--- src/hdl/gtetg_pkg.sv ---
// ----------------------------------------------------------------------------
// gtetg_pkg: shared types and constants of the frame-time governor
// widths, register indexes, reset values and the front/back job struct
// ----------------------------------------------------------------------------
`default_nettype none

package gtetg_pkg;

  localparam int unsigned TICK_W     = 64;
  localparam int unsigned MS_W       = 32;
  localparam int unsigned WEIGHT_W   = 17;
  localparam int unsigned CFG_IDX_W  = 2;
  localparam int unsigned CFG_DATA_W = 32;

  // delta * 1000 fits in 74 bits, then 16 fraction bits below
  localparam int unsigned PROD_W   = TICK_W + 10;
  localparam int unsigned DVD_W    = PROD_W + 16;
  localparam int unsigned STEP_W   = $clog2(DVD_W);
  localparam int unsigned BLEND_W  = MS_W + WEIGHT_W;

  localparam int unsigned QUEUE_DEPTH = 2;

  localparam logic [WEIGHT_W-1:0] WEIGHT_ONE = WEIGHT_W'(65536);

  // register indexes
  localparam logic [CFG_IDX_W-1:0] REG_BLEND_WEIGHT    = CFG_IDX_W'(0);
  localparam logic [CFG_IDX_W-1:0] REG_RAISE_THRESHOLD = CFG_IDX_W'(1);
  localparam logic [CFG_IDX_W-1:0] REG_LOWER_THRESHOLD = CFG_IDX_W'(2);

  // register reset values
  localparam logic [WEIGHT_W-1:0] BLEND_WEIGHT_RST    = WEIGHT_W'(9830);
  localparam logic [MS_W-1:0]     RAISE_THRESHOLD_RST = MS_W'(229376);
  localparam logic [MS_W-1:0]     LOWER_THRESHOLD_RST = MS_W'(170394);

  typedef struct packed {
    logic [WEIGHT_W-1:0] blend_weight;
    logic [MS_W-1:0]     raise_threshold;
    logic [MS_W-1:0]     lower_threshold;
  } gtetg_cfg_t;

  // classified sample handed from front to back
  typedef struct packed {
    logic              ok;
    logic [TICK_W-1:0] delta;
    logic [TICK_W-1:0] rate;
  } gtetg_job_t;

  typedef struct packed {
    logic            sample_taken;
    logic [MS_W-1:0] sample_ms;
    logic [MS_W-1:0] average_ms;
    logic            quality_tier;
  } gtetg_res_t;

endpackage

`default_nettype wire

--- src/hdl/gtetg_sample_if.sv ---
// ----------------------------------------------------------------------------
// gtetg_sample_if: timestamp sample channel
// valid/ready handshake carrying one timed piece of work
// ----------------------------------------------------------------------------
`default_nettype none

interface gtetg_sample_if import gtetg_pkg::*; ();

  logic              valid;
  logic              ready;
  logic [TICK_W-1:0] begin_ticks;
  logic [TICK_W-1:0] end_ticks;
  logic [TICK_W-1:0] tick_rate;
  logic              discontinuous;

  modport source (
    output valid, begin_ticks, end_ticks, tick_rate, discontinuous,
    input  ready
  );

  modport sink (
    input  valid, begin_ticks, end_ticks, tick_rate, discontinuous,
    output ready
  );

endinterface

`default_nettype wire

--- src/hdl/gtetg_result_if.sv ---
// ----------------------------------------------------------------------------
// gtetg_result_if: governor result channel
// valid/ready handshake carrying sample, average and tier
// ----------------------------------------------------------------------------
`default_nettype none

interface gtetg_result_if import gtetg_pkg::*; ();

  logic            valid;
  logic            ready;
  logic            sample_taken;
  logic [MS_W-1:0] sample_ms;
  logic [MS_W-1:0] average_ms;
  logic            quality_tier;

  modport source (
    output valid, sample_taken, sample_ms, average_ms, quality_tier,
    input  ready
  );

  modport sink (
    input  valid, sample_taken, sample_ms, average_ms, quality_tier,
    output ready
  );

endinterface

`default_nettype wire

--- src/hdl/gpu_time_ema_tier_governor_core.sv ---
// ----------------------------------------------------------------------------
// gpu_time_ema_tier_governor_core: frame-time governor top level
// q16.16 ms moving average of timed work with a two-level hysteresis tier
// ----------------------------------------------------------------------------
// usage
//   sample_i carries begin/end timestamps, tick rate and a discontinuity flag;
//   result_o returns exactly one item per sample: taken flag, sample in
//   q16.16 ms (zero when rejected), the average and the quality tier
//   the front classifies and queues samples (QueueDepth entries), so intake
//   carries on while the back end works and while a result waits
//   accepted sample: after leaving the queue it passes setup, the 90-step
//   bit-serial divider (one quotient bit a cycle), saturation, two blend
//   multiplies on one shared 32x17 multiplier (skipped for the sample
//   that seeds the average), the tier step and the hand-off to the output
//   register; the queue registers each sample ahead of that
//   rejected sample: handed to the output register once that is free; the
//   back end is free again once it has handed the item over
//   the back end takes no new sample until its last one is handed over
//   cfg_we_i writes register cfg_idx_i (weight, raise, lower threshold);
//   indexes beyond the list are ignored; write only when idle
//   reset: registers to their defaults, average zero and unseeded, full tier,
//   queue empty, no result pending
//   a stalled result_o holds its item; the back end then waits with its
//   finished item and the queue fills before sample_i drops ready
// ----------------------------------------------------------------------------
`default_nettype none

module gpu_time_ema_tier_governor_core import gtetg_pkg::*; #(
  parameter int unsigned QueueDepth = QUEUE_DEPTH
) (
  input  wire logic                  clk_i,
  input  wire logic                  rst_ni,
  gtetg_sample_if.sink               sample_i,
  gtetg_result_if.source             result_o,
  input  wire logic                  cfg_we_i,
  input  wire logic [CFG_IDX_W-1:0]  cfg_idx_i,
  input  wire logic [CFG_DATA_W-1:0] cfg_wdata_i
);

  gtetg_cfg_t cfg_q, cfg_d;
  gtetg_job_t job;
  logic       job_valid, job_ready;
  gtetg_res_t res;
  logic       res_valid;

  // configuration registers, values masked to register width
  always_comb begin
    cfg_d = cfg_q;
    if (cfg_we_i) begin
      case (cfg_idx_i)
        REG_BLEND_WEIGHT:    cfg_d.blend_weight    = cfg_wdata_i[WEIGHT_W-1:0];
        REG_RAISE_THRESHOLD: cfg_d.raise_threshold = cfg_wdata_i[MS_W-1:0];
        REG_LOWER_THRESHOLD: cfg_d.lower_threshold = cfg_wdata_i[MS_W-1:0];
        default: begin
          cfg_d = cfg_q;
        end
      endcase
    end
  end

  always_ff @(posedge clk_i or negedge rst_ni) begin
    if (!rst_ni) begin
      cfg_q.blend_weight    <= BLEND_WEIGHT_RST;
      cfg_q.raise_threshold <= RAISE_THRESHOLD_RST;
      cfg_q.lower_threshold <= LOWER_THRESHOLD_RST;
    end else begin
      cfg_q <= cfg_d;
    end
  end

  // intake and queue
  gtetg_front #(
    .Depth (QueueDepth)
  ) u_front (
    .clk_i       (clk_i),
    .rst_ni      (rst_ni),
    .sample_i    (sample_i),
    .job_o       (job),
    .job_valid_o (job_valid),
    .job_ready_i (job_ready)
  );

  // conversion, averaging, tier and output register
  gtetg_back u_back (
    .clk_i       (clk_i),
    .rst_ni      (rst_ni),
    .cfg_i       (cfg_q),
    .job_i       (job),
    .job_valid_i (job_valid),
    .job_ready_o (job_ready),
    .res_o       (res),
    .res_valid_o (res_valid),
    .res_ready_i (result_o.ready)
  );

  assign result_o.valid        = res_valid;
  assign result_o.sample_taken = res.sample_taken;
  assign result_o.sample_ms    = res.sample_ms;
  assign result_o.average_ms   = res.average_ms;
  assign result_o.quality_tier = res.quality_tier;

endmodule

`default_nettype wire

--- src/hdl/gtetg_front.sv ---
// ----------------------------------------------------------------------------
// gtetg_front: sample intake
// classifies each item, forms the tick delta and queues it for the back end
// ----------------------------------------------------------------------------
`default_nettype none

module gtetg_front import gtetg_pkg::*; #(
  parameter int unsigned Depth = QUEUE_DEPTH  // 2 or more
) (
  input  wire logic       clk_i,
  input  wire logic       rst_ni,
  gtetg_sample_if.sink    sample_i,
  output gtetg_job_t      job_o,
  output logic            job_valid_o,
  input  wire logic       job_ready_i
);

  localparam int unsigned PtrW = $clog2(Depth);
  localparam int unsigned CntW = $clog2(Depth + 1);

  gtetg_job_t       mem_q [Depth];
  logic [PtrW-1:0]  wr_ptr_q, wr_ptr_d;
  logic [PtrW-1:0]  rd_ptr_q, rd_ptr_d;
  logic [CntW-1:0]  count_q, count_d;
  gtetg_job_t       job_in;
  logic             push, pop;

  // reject disjoint, zero-rate and non-increasing samples
  always_comb begin
    job_in.ok    = !sample_i.discontinuous && (sample_i.tick_rate != '0) &&
                   (sample_i.end_ticks > sample_i.begin_ticks);
    job_in.delta = sample_i.end_ticks - sample_i.begin_ticks;
    job_in.rate  = sample_i.tick_rate;
  end

  assign sample_i.ready = (count_q != CntW'(Depth));
  assign push           = sample_i.valid && sample_i.ready;
  assign job_valid_o    = (count_q != '0);
  assign pop            = job_valid_o && job_ready_i;
  assign job_o          = mem_q[rd_ptr_q];

  always_comb begin
    wr_ptr_d = wr_ptr_q;
    rd_ptr_d = rd_ptr_q;
    count_d  = count_q;
    if (push) begin
      wr_ptr_d = (wr_ptr_q == PtrW'(Depth - 1)) ? '0 : wr_ptr_q + PtrW'(1);
    end
    if (pop) begin
      rd_ptr_d = (rd_ptr_q == PtrW'(Depth - 1)) ? '0 : rd_ptr_q + PtrW'(1);
    end
    if (push && !pop) begin
      count_d = count_q + CntW'(1);
    end else if (pop && !push) begin
      count_d = count_q - CntW'(1);
    end
  end

  always_ff @(posedge clk_i or negedge rst_ni) begin
    if (!rst_ni) begin
      wr_ptr_q <= '0;
      rd_ptr_q <= '0;
      count_q  <= '0;
    end else begin
      wr_ptr_q <= wr_ptr_d;
      rd_ptr_q <= rd_ptr_d;
      count_q  <= count_d;
    end
  end

  always_ff @(posedge clk_i) begin
    if (push) begin
      mem_q[wr_ptr_q] <= job_in;
    end
  end

  a_count_bound: assert property (@(posedge clk_i) disable iff (!rst_ni)
    count_q <= CntW'(Depth))
    else $error("queue count beyond depth");

  a_empty_ptrs: assert property (@(posedge clk_i) disable iff (!rst_ni)
    (count_q == '0) |-> (wr_ptr_q == rd_ptr_q))
    else $error("empty queue with pointers apart");

endmodule

`default_nettype wire

--- src/hdl/gtetg_back.sv ---
// ----------------------------------------------------------------------------
// gtetg_back: sample conversion, averaging and tier update
// bit-serial division to q16.16 ms, blend on a shared multiplier, hysteresis
// ----------------------------------------------------------------------------
`default_nettype none

module gtetg_back import gtetg_pkg::*; (
  input  wire logic       clk_i,
  input  wire logic       rst_ni,
  input  wire gtetg_cfg_t cfg_i,
  input  wire gtetg_job_t job_i,
  input  wire logic       job_valid_i,
  output logic            job_ready_o,
  output gtetg_res_t      res_o,
  output logic            res_valid_o,
  input  wire logic       res_ready_i
);

  localparam logic [2:0] ST_IDLE   = 3'd0;
  localparam logic [2:0] ST_MUL    = 3'd1;
  localparam logic [2:0] ST_DIV    = 3'd2;
  localparam logic [2:0] ST_SAT    = 3'd3;
  localparam logic [2:0] ST_BLEND0 = 3'd4;
  localparam logic [2:0] ST_BLEND1 = 3'd5;
  localparam logic [2:0] ST_BLEND2 = 3'd6;
  localparam logic [2:0] ST_TIER   = 3'd7;

  localparam logic [STEP_W-1:0] STEP_TOP = STEP_W'(DVD_W - 1);
  localparam logic [STEP_W-1:0] STEP_INT = STEP_W'(MS_W);

  logic [2:0]         state_q, state_d;
  logic               out_pend_q, out_pend_d;  // item finished, waiting for output reg
  logic               out_valid_q, out_valid_d;
  logic [MS_W-1:0]    avg_q, avg_d;
  logic               seeded_q, seeded_d;
  logic               tier_q, tier_d;

  logic [TICK_W-1:0]  delta_q, delta_d;
  logic [TICK_W-1:0]  rate_q, rate_d;
  logic [DVD_W-1:0]   dvd_q, dvd_d;
  logic [TICK_W-1:0]  rem_q, rem_d;
  logic [MS_W-1:0]    quo_q, quo_d;
  logic               over_q, over_d;
  logic [STEP_W-1:0]  step_q, step_d;
  logic [MS_W-1:0]    ms_q, ms_d;
  logic               taken_q, taken_d;
  logic [BLEND_W-1:0] prod_q, prod_d;
  logic [BLEND_W-1:0] acc_q, acc_d;
  gtetg_res_t         out_res_q, out_res_d;

  logic [WEIGHT_W-1:0] w_eff, w_inv;
  logic [MS_W-1:0]     mul_a;
  logic [WEIGHT_W-1:0] mul_b;
  logic [BLEND_W-1:0]  mul_p, blend_sum;
  logic [PROD_W-1:0]   delta_ext, scaled;
  logic [TICK_W:0]     rem_sh, rate_ext, rem_diff;
  logic                fits;

  // weight above one counts as one
  assign w_eff = (cfg_i.blend_weight > WEIGHT_ONE) ? WEIGHT_ONE : cfg_i.blend_weight;
  assign w_inv = WEIGHT_ONE - w_eff;

  // one multiplier shared by both blend terms
  assign mul_a     = (state_q == ST_BLEND0) ? avg_q : ms_q;
  assign mul_b     = (state_q == ST_BLEND0) ? w_inv : w_eff;
  assign mul_p     = BLEND_W'(mul_a) * BLEND_W'(mul_b);
  assign blend_sum = acc_q + prod_q;

  // delta * 1000 as (delta << 10) - (delta << 4) - (delta << 3)
  assign delta_ext = PROD_W'(delta_q);
  assign scaled    = (delta_ext << 10) - (delta_ext << 4) - (delta_ext << 3);

  // restoring division step
  assign rem_sh   = {rem_q, dvd_q[DVD_W-1]};
  assign rate_ext = {1'b0, rate_q};
  assign fits     = (rem_sh >= rate_ext);
  assign rem_diff = rem_sh - rate_ext;

  assign job_ready_o = (state_q == ST_IDLE) && !out_pend_q;
  assign res_o       = out_res_q;
  assign res_valid_o = out_valid_q;

  always_comb begin
    state_d     = state_q;
    out_pend_d  = out_pend_q;
    out_valid_d = out_valid_q;
    avg_d       = avg_q;
    seeded_d    = seeded_q;
    tier_d      = tier_q;
    delta_d     = delta_q;
    rate_d      = rate_q;
    dvd_d       = dvd_q;
    rem_d       = rem_q;
    quo_d       = quo_q;
    over_d      = over_q;
    step_d      = step_q;
    ms_d        = ms_q;
    taken_d     = taken_q;
    prod_d      = prod_q;
    acc_d       = acc_q;
    out_res_d   = out_res_q;

    if (out_valid_q && res_ready_i) begin
      out_valid_d = 1'b0;
    end

    case (state_q)
      ST_IDLE: begin
        if (job_valid_i && !out_pend_q) begin
          if (job_i.ok) begin
            delta_d = job_i.delta;
            rate_d  = job_i.rate;
            state_d = ST_MUL;
          end else begin
            taken_d    = 1'b0;
            ms_d       = '0;
            out_pend_d = 1'b1;
          end
        end
      end
      ST_MUL: begin
        dvd_d   = {scaled, 16'h0000};
        rem_d   = '0;
        quo_d   = '0;
        over_d  = 1'b0;
        step_d  = STEP_TOP;
        state_d = ST_DIV;
      end
      ST_DIV: begin
        rem_d = fits ? rem_diff[TICK_W-1:0] : rem_sh[TICK_W-1:0];
        quo_d = {quo_q[MS_W-2:0], fits};
        dvd_d = dvd_q << 1;
        if (fits && (step_q >= STEP_INT)) begin
          over_d = 1'b1;
        end
        step_d = step_q - STEP_W'(1);
        if (step_q == '0) begin
          state_d = ST_SAT;
        end
      end
      ST_SAT: begin
        ms_d    = over_q ? '1 : quo_q;
        taken_d = 1'b1;
        if (seeded_q) begin
          state_d = ST_BLEND0;
        end else begin
          avg_d    = over_q ? '1 : quo_q;
          seeded_d = 1'b1;
          state_d  = ST_TIER;
        end
      end
      ST_BLEND0: begin
        prod_d  = mul_p;
        state_d = ST_BLEND1;
      end
      ST_BLEND1: begin
        acc_d   = prod_q;
        prod_d  = mul_p;
        state_d = ST_BLEND2;
      end
      ST_BLEND2: begin
        avg_d   = blend_sum[MS_W+15:16];
        state_d = ST_TIER;
      end
      ST_TIER: begin
        if (!tier_q) begin
          tier_d = (avg_q > cfg_i.raise_threshold);
        end else begin
          tier_d = !(avg_q < cfg_i.lower_threshold);
        end
        out_pend_d = 1'b1;
        state_d    = ST_IDLE;
      end
      default: begin
        state_d = ST_IDLE;
      end
    endcase

    // hand the finished item to the output register once it is free
    if (out_pend_q && (!out_valid_q || res_ready_i)) begin
      out_pend_d             = 1'b0;
      out_valid_d            = 1'b1;
      out_res_d.sample_taken = taken_q;
      out_res_d.sample_ms    = ms_q;
      out_res_d.average_ms   = avg_q;
      out_res_d.quality_tier = tier_q;
    end
  end

  always_ff @(posedge clk_i or negedge rst_ni) begin
    if (!rst_ni) begin
      state_q     <= ST_IDLE;
      out_pend_q  <= 1'b0;
      out_valid_q <= 1'b0;
      avg_q       <= '0;
      seeded_q    <= 1'b0;
      tier_q      <= 1'b0;
    end else begin
      state_q     <= state_d;
      out_pend_q  <= out_pend_d;
      out_valid_q <= out_valid_d;
      avg_q       <= avg_d;
      seeded_q    <= seeded_d;
      tier_q      <= tier_d;
    end
  end

  always_ff @(posedge clk_i) begin
    delta_q   <= delta_d;
    rate_q    <= rate_d;
    dvd_q     <= dvd_d;
    rem_q     <= rem_d;
    quo_q     <= quo_d;
    over_q    <= over_d;
    step_q    <= step_d;
    ms_q      <= ms_d;
    taken_q   <= taken_d;
    prod_q    <= prod_d;
    acc_q     <= acc_d;
    out_res_q <= out_res_d;
  end

  a_reject_zero_ms: assert property (@(posedge clk_i) disable iff (!rst_ni)
    (out_valid_q && !out_res_q.sample_taken) |-> (out_res_q.sample_ms == '0))
    else $error("rejected item with nonzero sample_ms");

  a_div_rate_nonzero: assert property (@(posedge clk_i) disable iff (!rst_ni)
    (state_q == ST_DIV) |-> (rate_q != '0))
    else $error("division running on zero rate");

  a_tier_hold_full: assert property (@(posedge clk_i) disable iff (!rst_ni)
    ((state_q == ST_TIER) && !tier_q && (avg_q <= cfg_i.raise_threshold)) |=> !tier_q)
    else $error("tier raised without crossing raise threshold");

  a_tier_only_in_update: assert property (@(posedge clk_i) disable iff (!rst_ni)
    (state_q != ST_TIER) |=> (tier_q == $past(tier_q)))
    else $error("tier moved outside tier update");

endmodule

`default_nettype wire
--- src/flat_wrapper.sv ---
// flat-port wrapper written by rule: the top's interface ports become plain ports
module gpu_time_ema_tier_governor_core_flat import gtetg_pkg::*;
#(
  parameter int unsigned QueueDepth = QUEUE_DEPTH
)
  (clk_i, rst_ni, cfg_we_i, cfg_idx_i, cfg_wdata_i, sample_i_valid, sample_i_begin_ticks, sample_i_end_ticks, sample_i_tick_rate, sample_i_discontinuous, sample_i_ready, result_o_valid, result_o_sample_taken, result_o_sample_ms, result_o_average_ms, result_o_quality_tier, result_o_ready);
  gtetg_sample_if sample_i_i ();
  gtetg_result_if result_o_i ();
  input  wire logic clk_i;
  input  wire logic rst_ni;
  input  wire logic cfg_we_i;
  input  wire logic [CFG_IDX_W-1:0] cfg_idx_i;
  input  wire logic [CFG_DATA_W-1:0] cfg_wdata_i;
  input wire logic [$bits(sample_i_i.valid)-1:0] sample_i_valid;
  input wire logic [$bits(sample_i_i.begin_ticks)-1:0] sample_i_begin_ticks;
  input wire logic [$bits(sample_i_i.end_ticks)-1:0] sample_i_end_ticks;
  input wire logic [$bits(sample_i_i.tick_rate)-1:0] sample_i_tick_rate;
  input wire logic [$bits(sample_i_i.discontinuous)-1:0] sample_i_discontinuous;
  output wire logic [$bits(sample_i_i.ready)-1:0] sample_i_ready;
  output wire logic [$bits(result_o_i.valid)-1:0] result_o_valid;
  output wire logic [$bits(result_o_i.sample_taken)-1:0] result_o_sample_taken;
  output wire logic [$bits(result_o_i.sample_ms)-1:0] result_o_sample_ms;
  output wire logic [$bits(result_o_i.average_ms)-1:0] result_o_average_ms;
  output wire logic [$bits(result_o_i.quality_tier)-1:0] result_o_quality_tier;
  input wire logic [$bits(result_o_i.ready)-1:0] result_o_ready;
  assign sample_i_i.valid = sample_i_valid;
  assign sample_i_i.begin_ticks = sample_i_begin_ticks;
  assign sample_i_i.end_ticks = sample_i_end_ticks;
  assign sample_i_i.tick_rate = sample_i_tick_rate;
  assign sample_i_i.discontinuous = sample_i_discontinuous;
  assign sample_i_ready = sample_i_i.ready;
  assign result_o_valid = result_o_i.valid;
  assign result_o_sample_taken = result_o_i.sample_taken;
  assign result_o_sample_ms = result_o_i.sample_ms;
  assign result_o_average_ms = result_o_i.average_ms;
  assign result_o_quality_tier = result_o_i.quality_tier;
  assign result_o_i.ready = result_o_ready;
  gpu_time_ema_tier_governor_core #(.QueueDepth(QueueDepth)) u_core (.clk_i(clk_i), .rst_ni(rst_ni), .sample_i(sample_i_i), .result_o(result_o_i), .cfg_we_i(cfg_we_i), .cfg_idx_i(cfg_idx_i), .cfg_wdata_i(cfg_wdata_i));
endmodule
--- config.mk ---
export PLATFORM = sky130hd
export DESIGN_NAME = gpu_time_ema_tier_governor_core_flat
export DESIGN_NICKNAME = d
export VERILOG_FILES = /design/src/hdl/gtetg_pkg.sv /design/src/hdl/gtetg_sample_if.sv /design/src/hdl/gtetg_result_if.sv /design/src/hdl/gpu_time_ema_tier_governor_core.sv /design/src/hdl/gtetg_front.sv /design/src/hdl/gtetg_back.sv /design/src/flat_wrapper.sv
export SDC_FILE = /design/constraint.sdc
export NUM_CORES = 2
export LEC_CHECK = 0
export ABC_CLOCK_PERIOD_IN_PS = 15000
export BUFFER_PORTS_ARGS = -buffer_cell sky130_fd_sc_hd__buf_2
export CAP_MARGIN = 20
export CORE_ASPECT_RATIO = 1.4
export CORE_UTILIZATION = 26
export CTS_CLUSTER_SIZE = 28
export DETAILED_ROUTE_END_ITERATION = 12
export GPL_TIMING_DRIVEN = 0
export HOLD_SLACK_MARGIN = 0.15
export SLEW_MARGIN = 5
export SYNTH_ARGS = -nofsm -noshare
export SYNTH_HDL_FRONTEND = slang
export SYNTH_SLANG_ARGS = --single-unit
export TNS_END_PERCENT = 5
--- constraint.sdc ---
create_clock -name clk_i -period 15 [get_ports clk_i]
set_input_delay 2.25 -clock clk_i [delete_from_list [all_inputs] [get_ports clk_i]]
set_output_delay 2.25 -clock clk_i [all_outputs]
set_load 0.05 [all_outputs]
==> reports/results.tsv <==
stage	metric	value	unit
yosys	netlist_instances	6358	
setup_path	r2r_cells	32	
setup_path	startpoint_type	flop	
clock_network	cts_setup_buffers	0	
setup_path	r2r_slack	3.02	ns
timing	period_share	79.9	%
floorplanning	die_w	427	microns
setup_path	cpPeakStageDelay	0.88	ns
cells_and_area	layout_common_cells	inv_1 (920), edfxtp_1 (756), nand2_1 (752)	
yosys	ys.flop_type	edfxtp_1	
setup_path	rr_endpoint	u_core.u_back.prod_q[44]$_DFFE_PP_	
timing	setup_viol	0	
timing	rsz0062_at_grt	no	
floorplanning	core	252000	sq um
yosys	async_flop_share	14.1	%
yosys	syn-num-nets	7533	
yosys	yosysTopAreaCell	edfxtp_1	
flow_run	drv_cap	0	
timing	post-route-min-period	11.98	ns
setup_path	crit_arrival	12.48	ns
yosys	synthSimpleGateAreaFrac	11.6	%
setup_path	worstPathMaxFanout	24	
clock_network	cts_root_buf	clkbuf_16	
cells_and_area	final_util	30.0	%
clock_network	numClockSinks	880	
clock_network	clockBufferDepth	3	
floorplanning	io_pins	300	
timing	clock_skew	0.0723	ns
cells_and_area	fill_cells	26200	
yosys	yosysSeqAreaShare	39.2	%
routing	first_pass_iters	6	
grt	grt_max_degree	89	
grt	antenna_found_initial	28	
setup_path	cp.buffers_inverters	8	
hold_path	hold_path.class	flop to flop	
floorplanning	core.rowCount	218	
setup_path	crit_slowest_cell	nor2_1	
grt	first_global_vias	50373	
yosys	synth_seq_cells	880	
routing	drc	0	
timing	maxSlewViolCount	0	
cells_and_area	multiInputGateArea	35900	sq um
timing	max_freq	83.5	MHz
cells_and_area	drive_above_1_share	11.2	%
floorplanning	start_util	26.1	%
cells_and_area	final_nets	7971	
yosys	synthDistinctLibCells	79	
hold_path	hold_start	u_core.u_back.prod_q[0]$_DFFE_PP_	
setup_path	critPathKind	flop to flop	
run_status	outcome	finished clean	
cells_and_area	area_growth	14.8	%
yosys	ys_warn_count	0	
routing	wl_per_cell	20.1	microns
clock_network	cts_resized	0	
yosys	synth_edf_count	756	
clock_network	cts_buffers	99	
floorplanning	die_h	598	microns
yosys	synth_xor_area_share	3.65	%
yosys	syn_area_per_cell	10.4	sq um
place	gp_congestion	0.974	
yosys	synth_fa_ha_area_share	23.7	%
clock_network	cts_max_level	3	
grt	grt_pass1_wl	308000	microns
routing	drt_iter0_markers	3467	
timing	final-hold-violation-count	0	
clock_network	path_clk_slew	0.06	ns
routing	via_per_inst	4.75	
hold_path	min_to	u_core.u_back.acc_q[0]$_DFFE_PP_	
setup_path	cp-startpoint	u_core.u_back.state_q[2]$_DFFE_PN0P_	
yosys	syn_area	65900	sq um
yosys	synth_mux_area_share	4.65	%
clock_network	cts_tree	built	
cells_and_area	mostFrequentLayoutCell	inv_1	
cells_and_area	seqCellArea	25800	sq um
timing	slew_headroom	15.9	%
setup_path	end_kind	flop	
yosys	synth-compound-area-share	10.6	%
routing	drt-total-wl	205000	microns
routing	ant_nets	0	
setup_path	timing.rr.start	u_core.u_back.state_q[2]$_DFFE_PN0P_	
setup_path	cpMostUsedCell	fa_1	
place	dp_hpwl	169000	microns
grt	grtUsageTotal	15.9	%
yosys	synth.top_cell.area_share	34.4	%
floorplanning	die-area	256000	sq um
grt	overflow	0	
setup_path	critPathTopFamily	adder cells	
setup_path	cp.required	15.50	ns
routing	vias	48418	
hold_path	whs_path_depth	0	
yosys	synth_top_family_by_area	adder cells	
timing	tightestPinTransition	1.26	ns
clock_network	clock_latency	0.74	ns
clock_network	cts_hold_buf	0	
yosys	yosys-top-cells-area	edfxtp_1 (34%), fa_1 (15%), ha_1 (8.3%)	
place	port_buffers	299	
## metrics by stage
step,instance area [sq um],setup WS (ns),TNS [ns],hold slack (ns),instances
final,75700,3.02,0,0.460,10195
after global routing,75600,2.44,0,0.471,10184
after CTS,75600,3.03,0,0.461,10181
after detailed placement,72300,3.08,0,0.444,9995
after global placement,71500,-0.270,-0.749,0.443,9957
after floorplan,65900,4.51,0,0.400,6358
## metal layers
metal | GRT usage [%] | up-vias | wire length, microns
li1 | - | 22447 | -
met2 | 28.9 | 1555 | 105000
met5 | 0 | - | 51
met4 | 9.24 | 10 | 14100
met1 | 17.7 | 23885 | 76400
met3 | 1.85 | 521 | 9160
## sequential cells by signal, summed over array words and instances (netlist names), 48 cells and up
signal	count
u_core.u_front.mem_q	258
u_core.cfg_q	81
u_core.u_back.dvd_q	71
u_core.u_back.res_o	66
u_core.u_back.delta_q	64
u_core.u_back.rate_q	64
u_core.u_back.rem_q	64
u_core.u_back.acc_q	48
u_core.u_back.prod_q	48
## cell type report
cell class | instances | share of cell area [%]
Multi-Input combinational cell | 4332 | 47.4
Sequential cell | 880 | 34.1
Tap cell | 3300 | 5.46
Inverter | 920 | 4.56
Clock buffer | 132 | 3.49
Timing Repair Buffer | 337 | 2.87
Buffer | 226 | 1.16
Clock inverter | 54 | 0.908
Antenna cell | 14 | 0.0463
## synthesized netlist by cell type, drive strengths merged, types with 67 or more instances
cell,count
ha,436
inv,920
fa,507
mux2,209
edfxtp,756
dfrtp,105
clkbuf,198
a21oi,353
o21ai,226
mux2i,71
nand4,67
nor2,462
a21o,139
and2,84
nand3,71
nand2,753
xor2,104
xnor2,171
## how the worst max path moves through the flow
stage	to	slack, ns	cells after the start
5_1_grt	u_core.u_back.prod_q[46]$_DFFE_PP_	2.44	31
4_1_cts	u_core.u_back.prod_q[44]$_DFFE_PP_	3.03	32
3_5_place_dp	u_core.u_back.prod_q[44]$_DFFE_PP_	3.08	32
3_3_place_gp	u_core.u_back.prod_q[44]$_DFFE_PP_	-0.27	31
2_1_floorplan	u_core.u_back.prod_q[44]$_DFFE_PP_	4.51	32
6_report	u_core.u_back.prod_q[44]$_DFFE_PP_	3.02	32
## cell families (layout without fill, tap and decap cells)
group,Yosys count,count (layout)
compound gates,1109,1109
xor+xnor,275,275
fa+ha+maj,943,943
buf+inv,1146,1669
flops,880,880
mux,280,280
other cells,0,14
simple gates,1725,1725
Power is left out: the tool's default activity adds up to more than one toggle a clock period on the data nets, which glitch-free logic cannot reach.
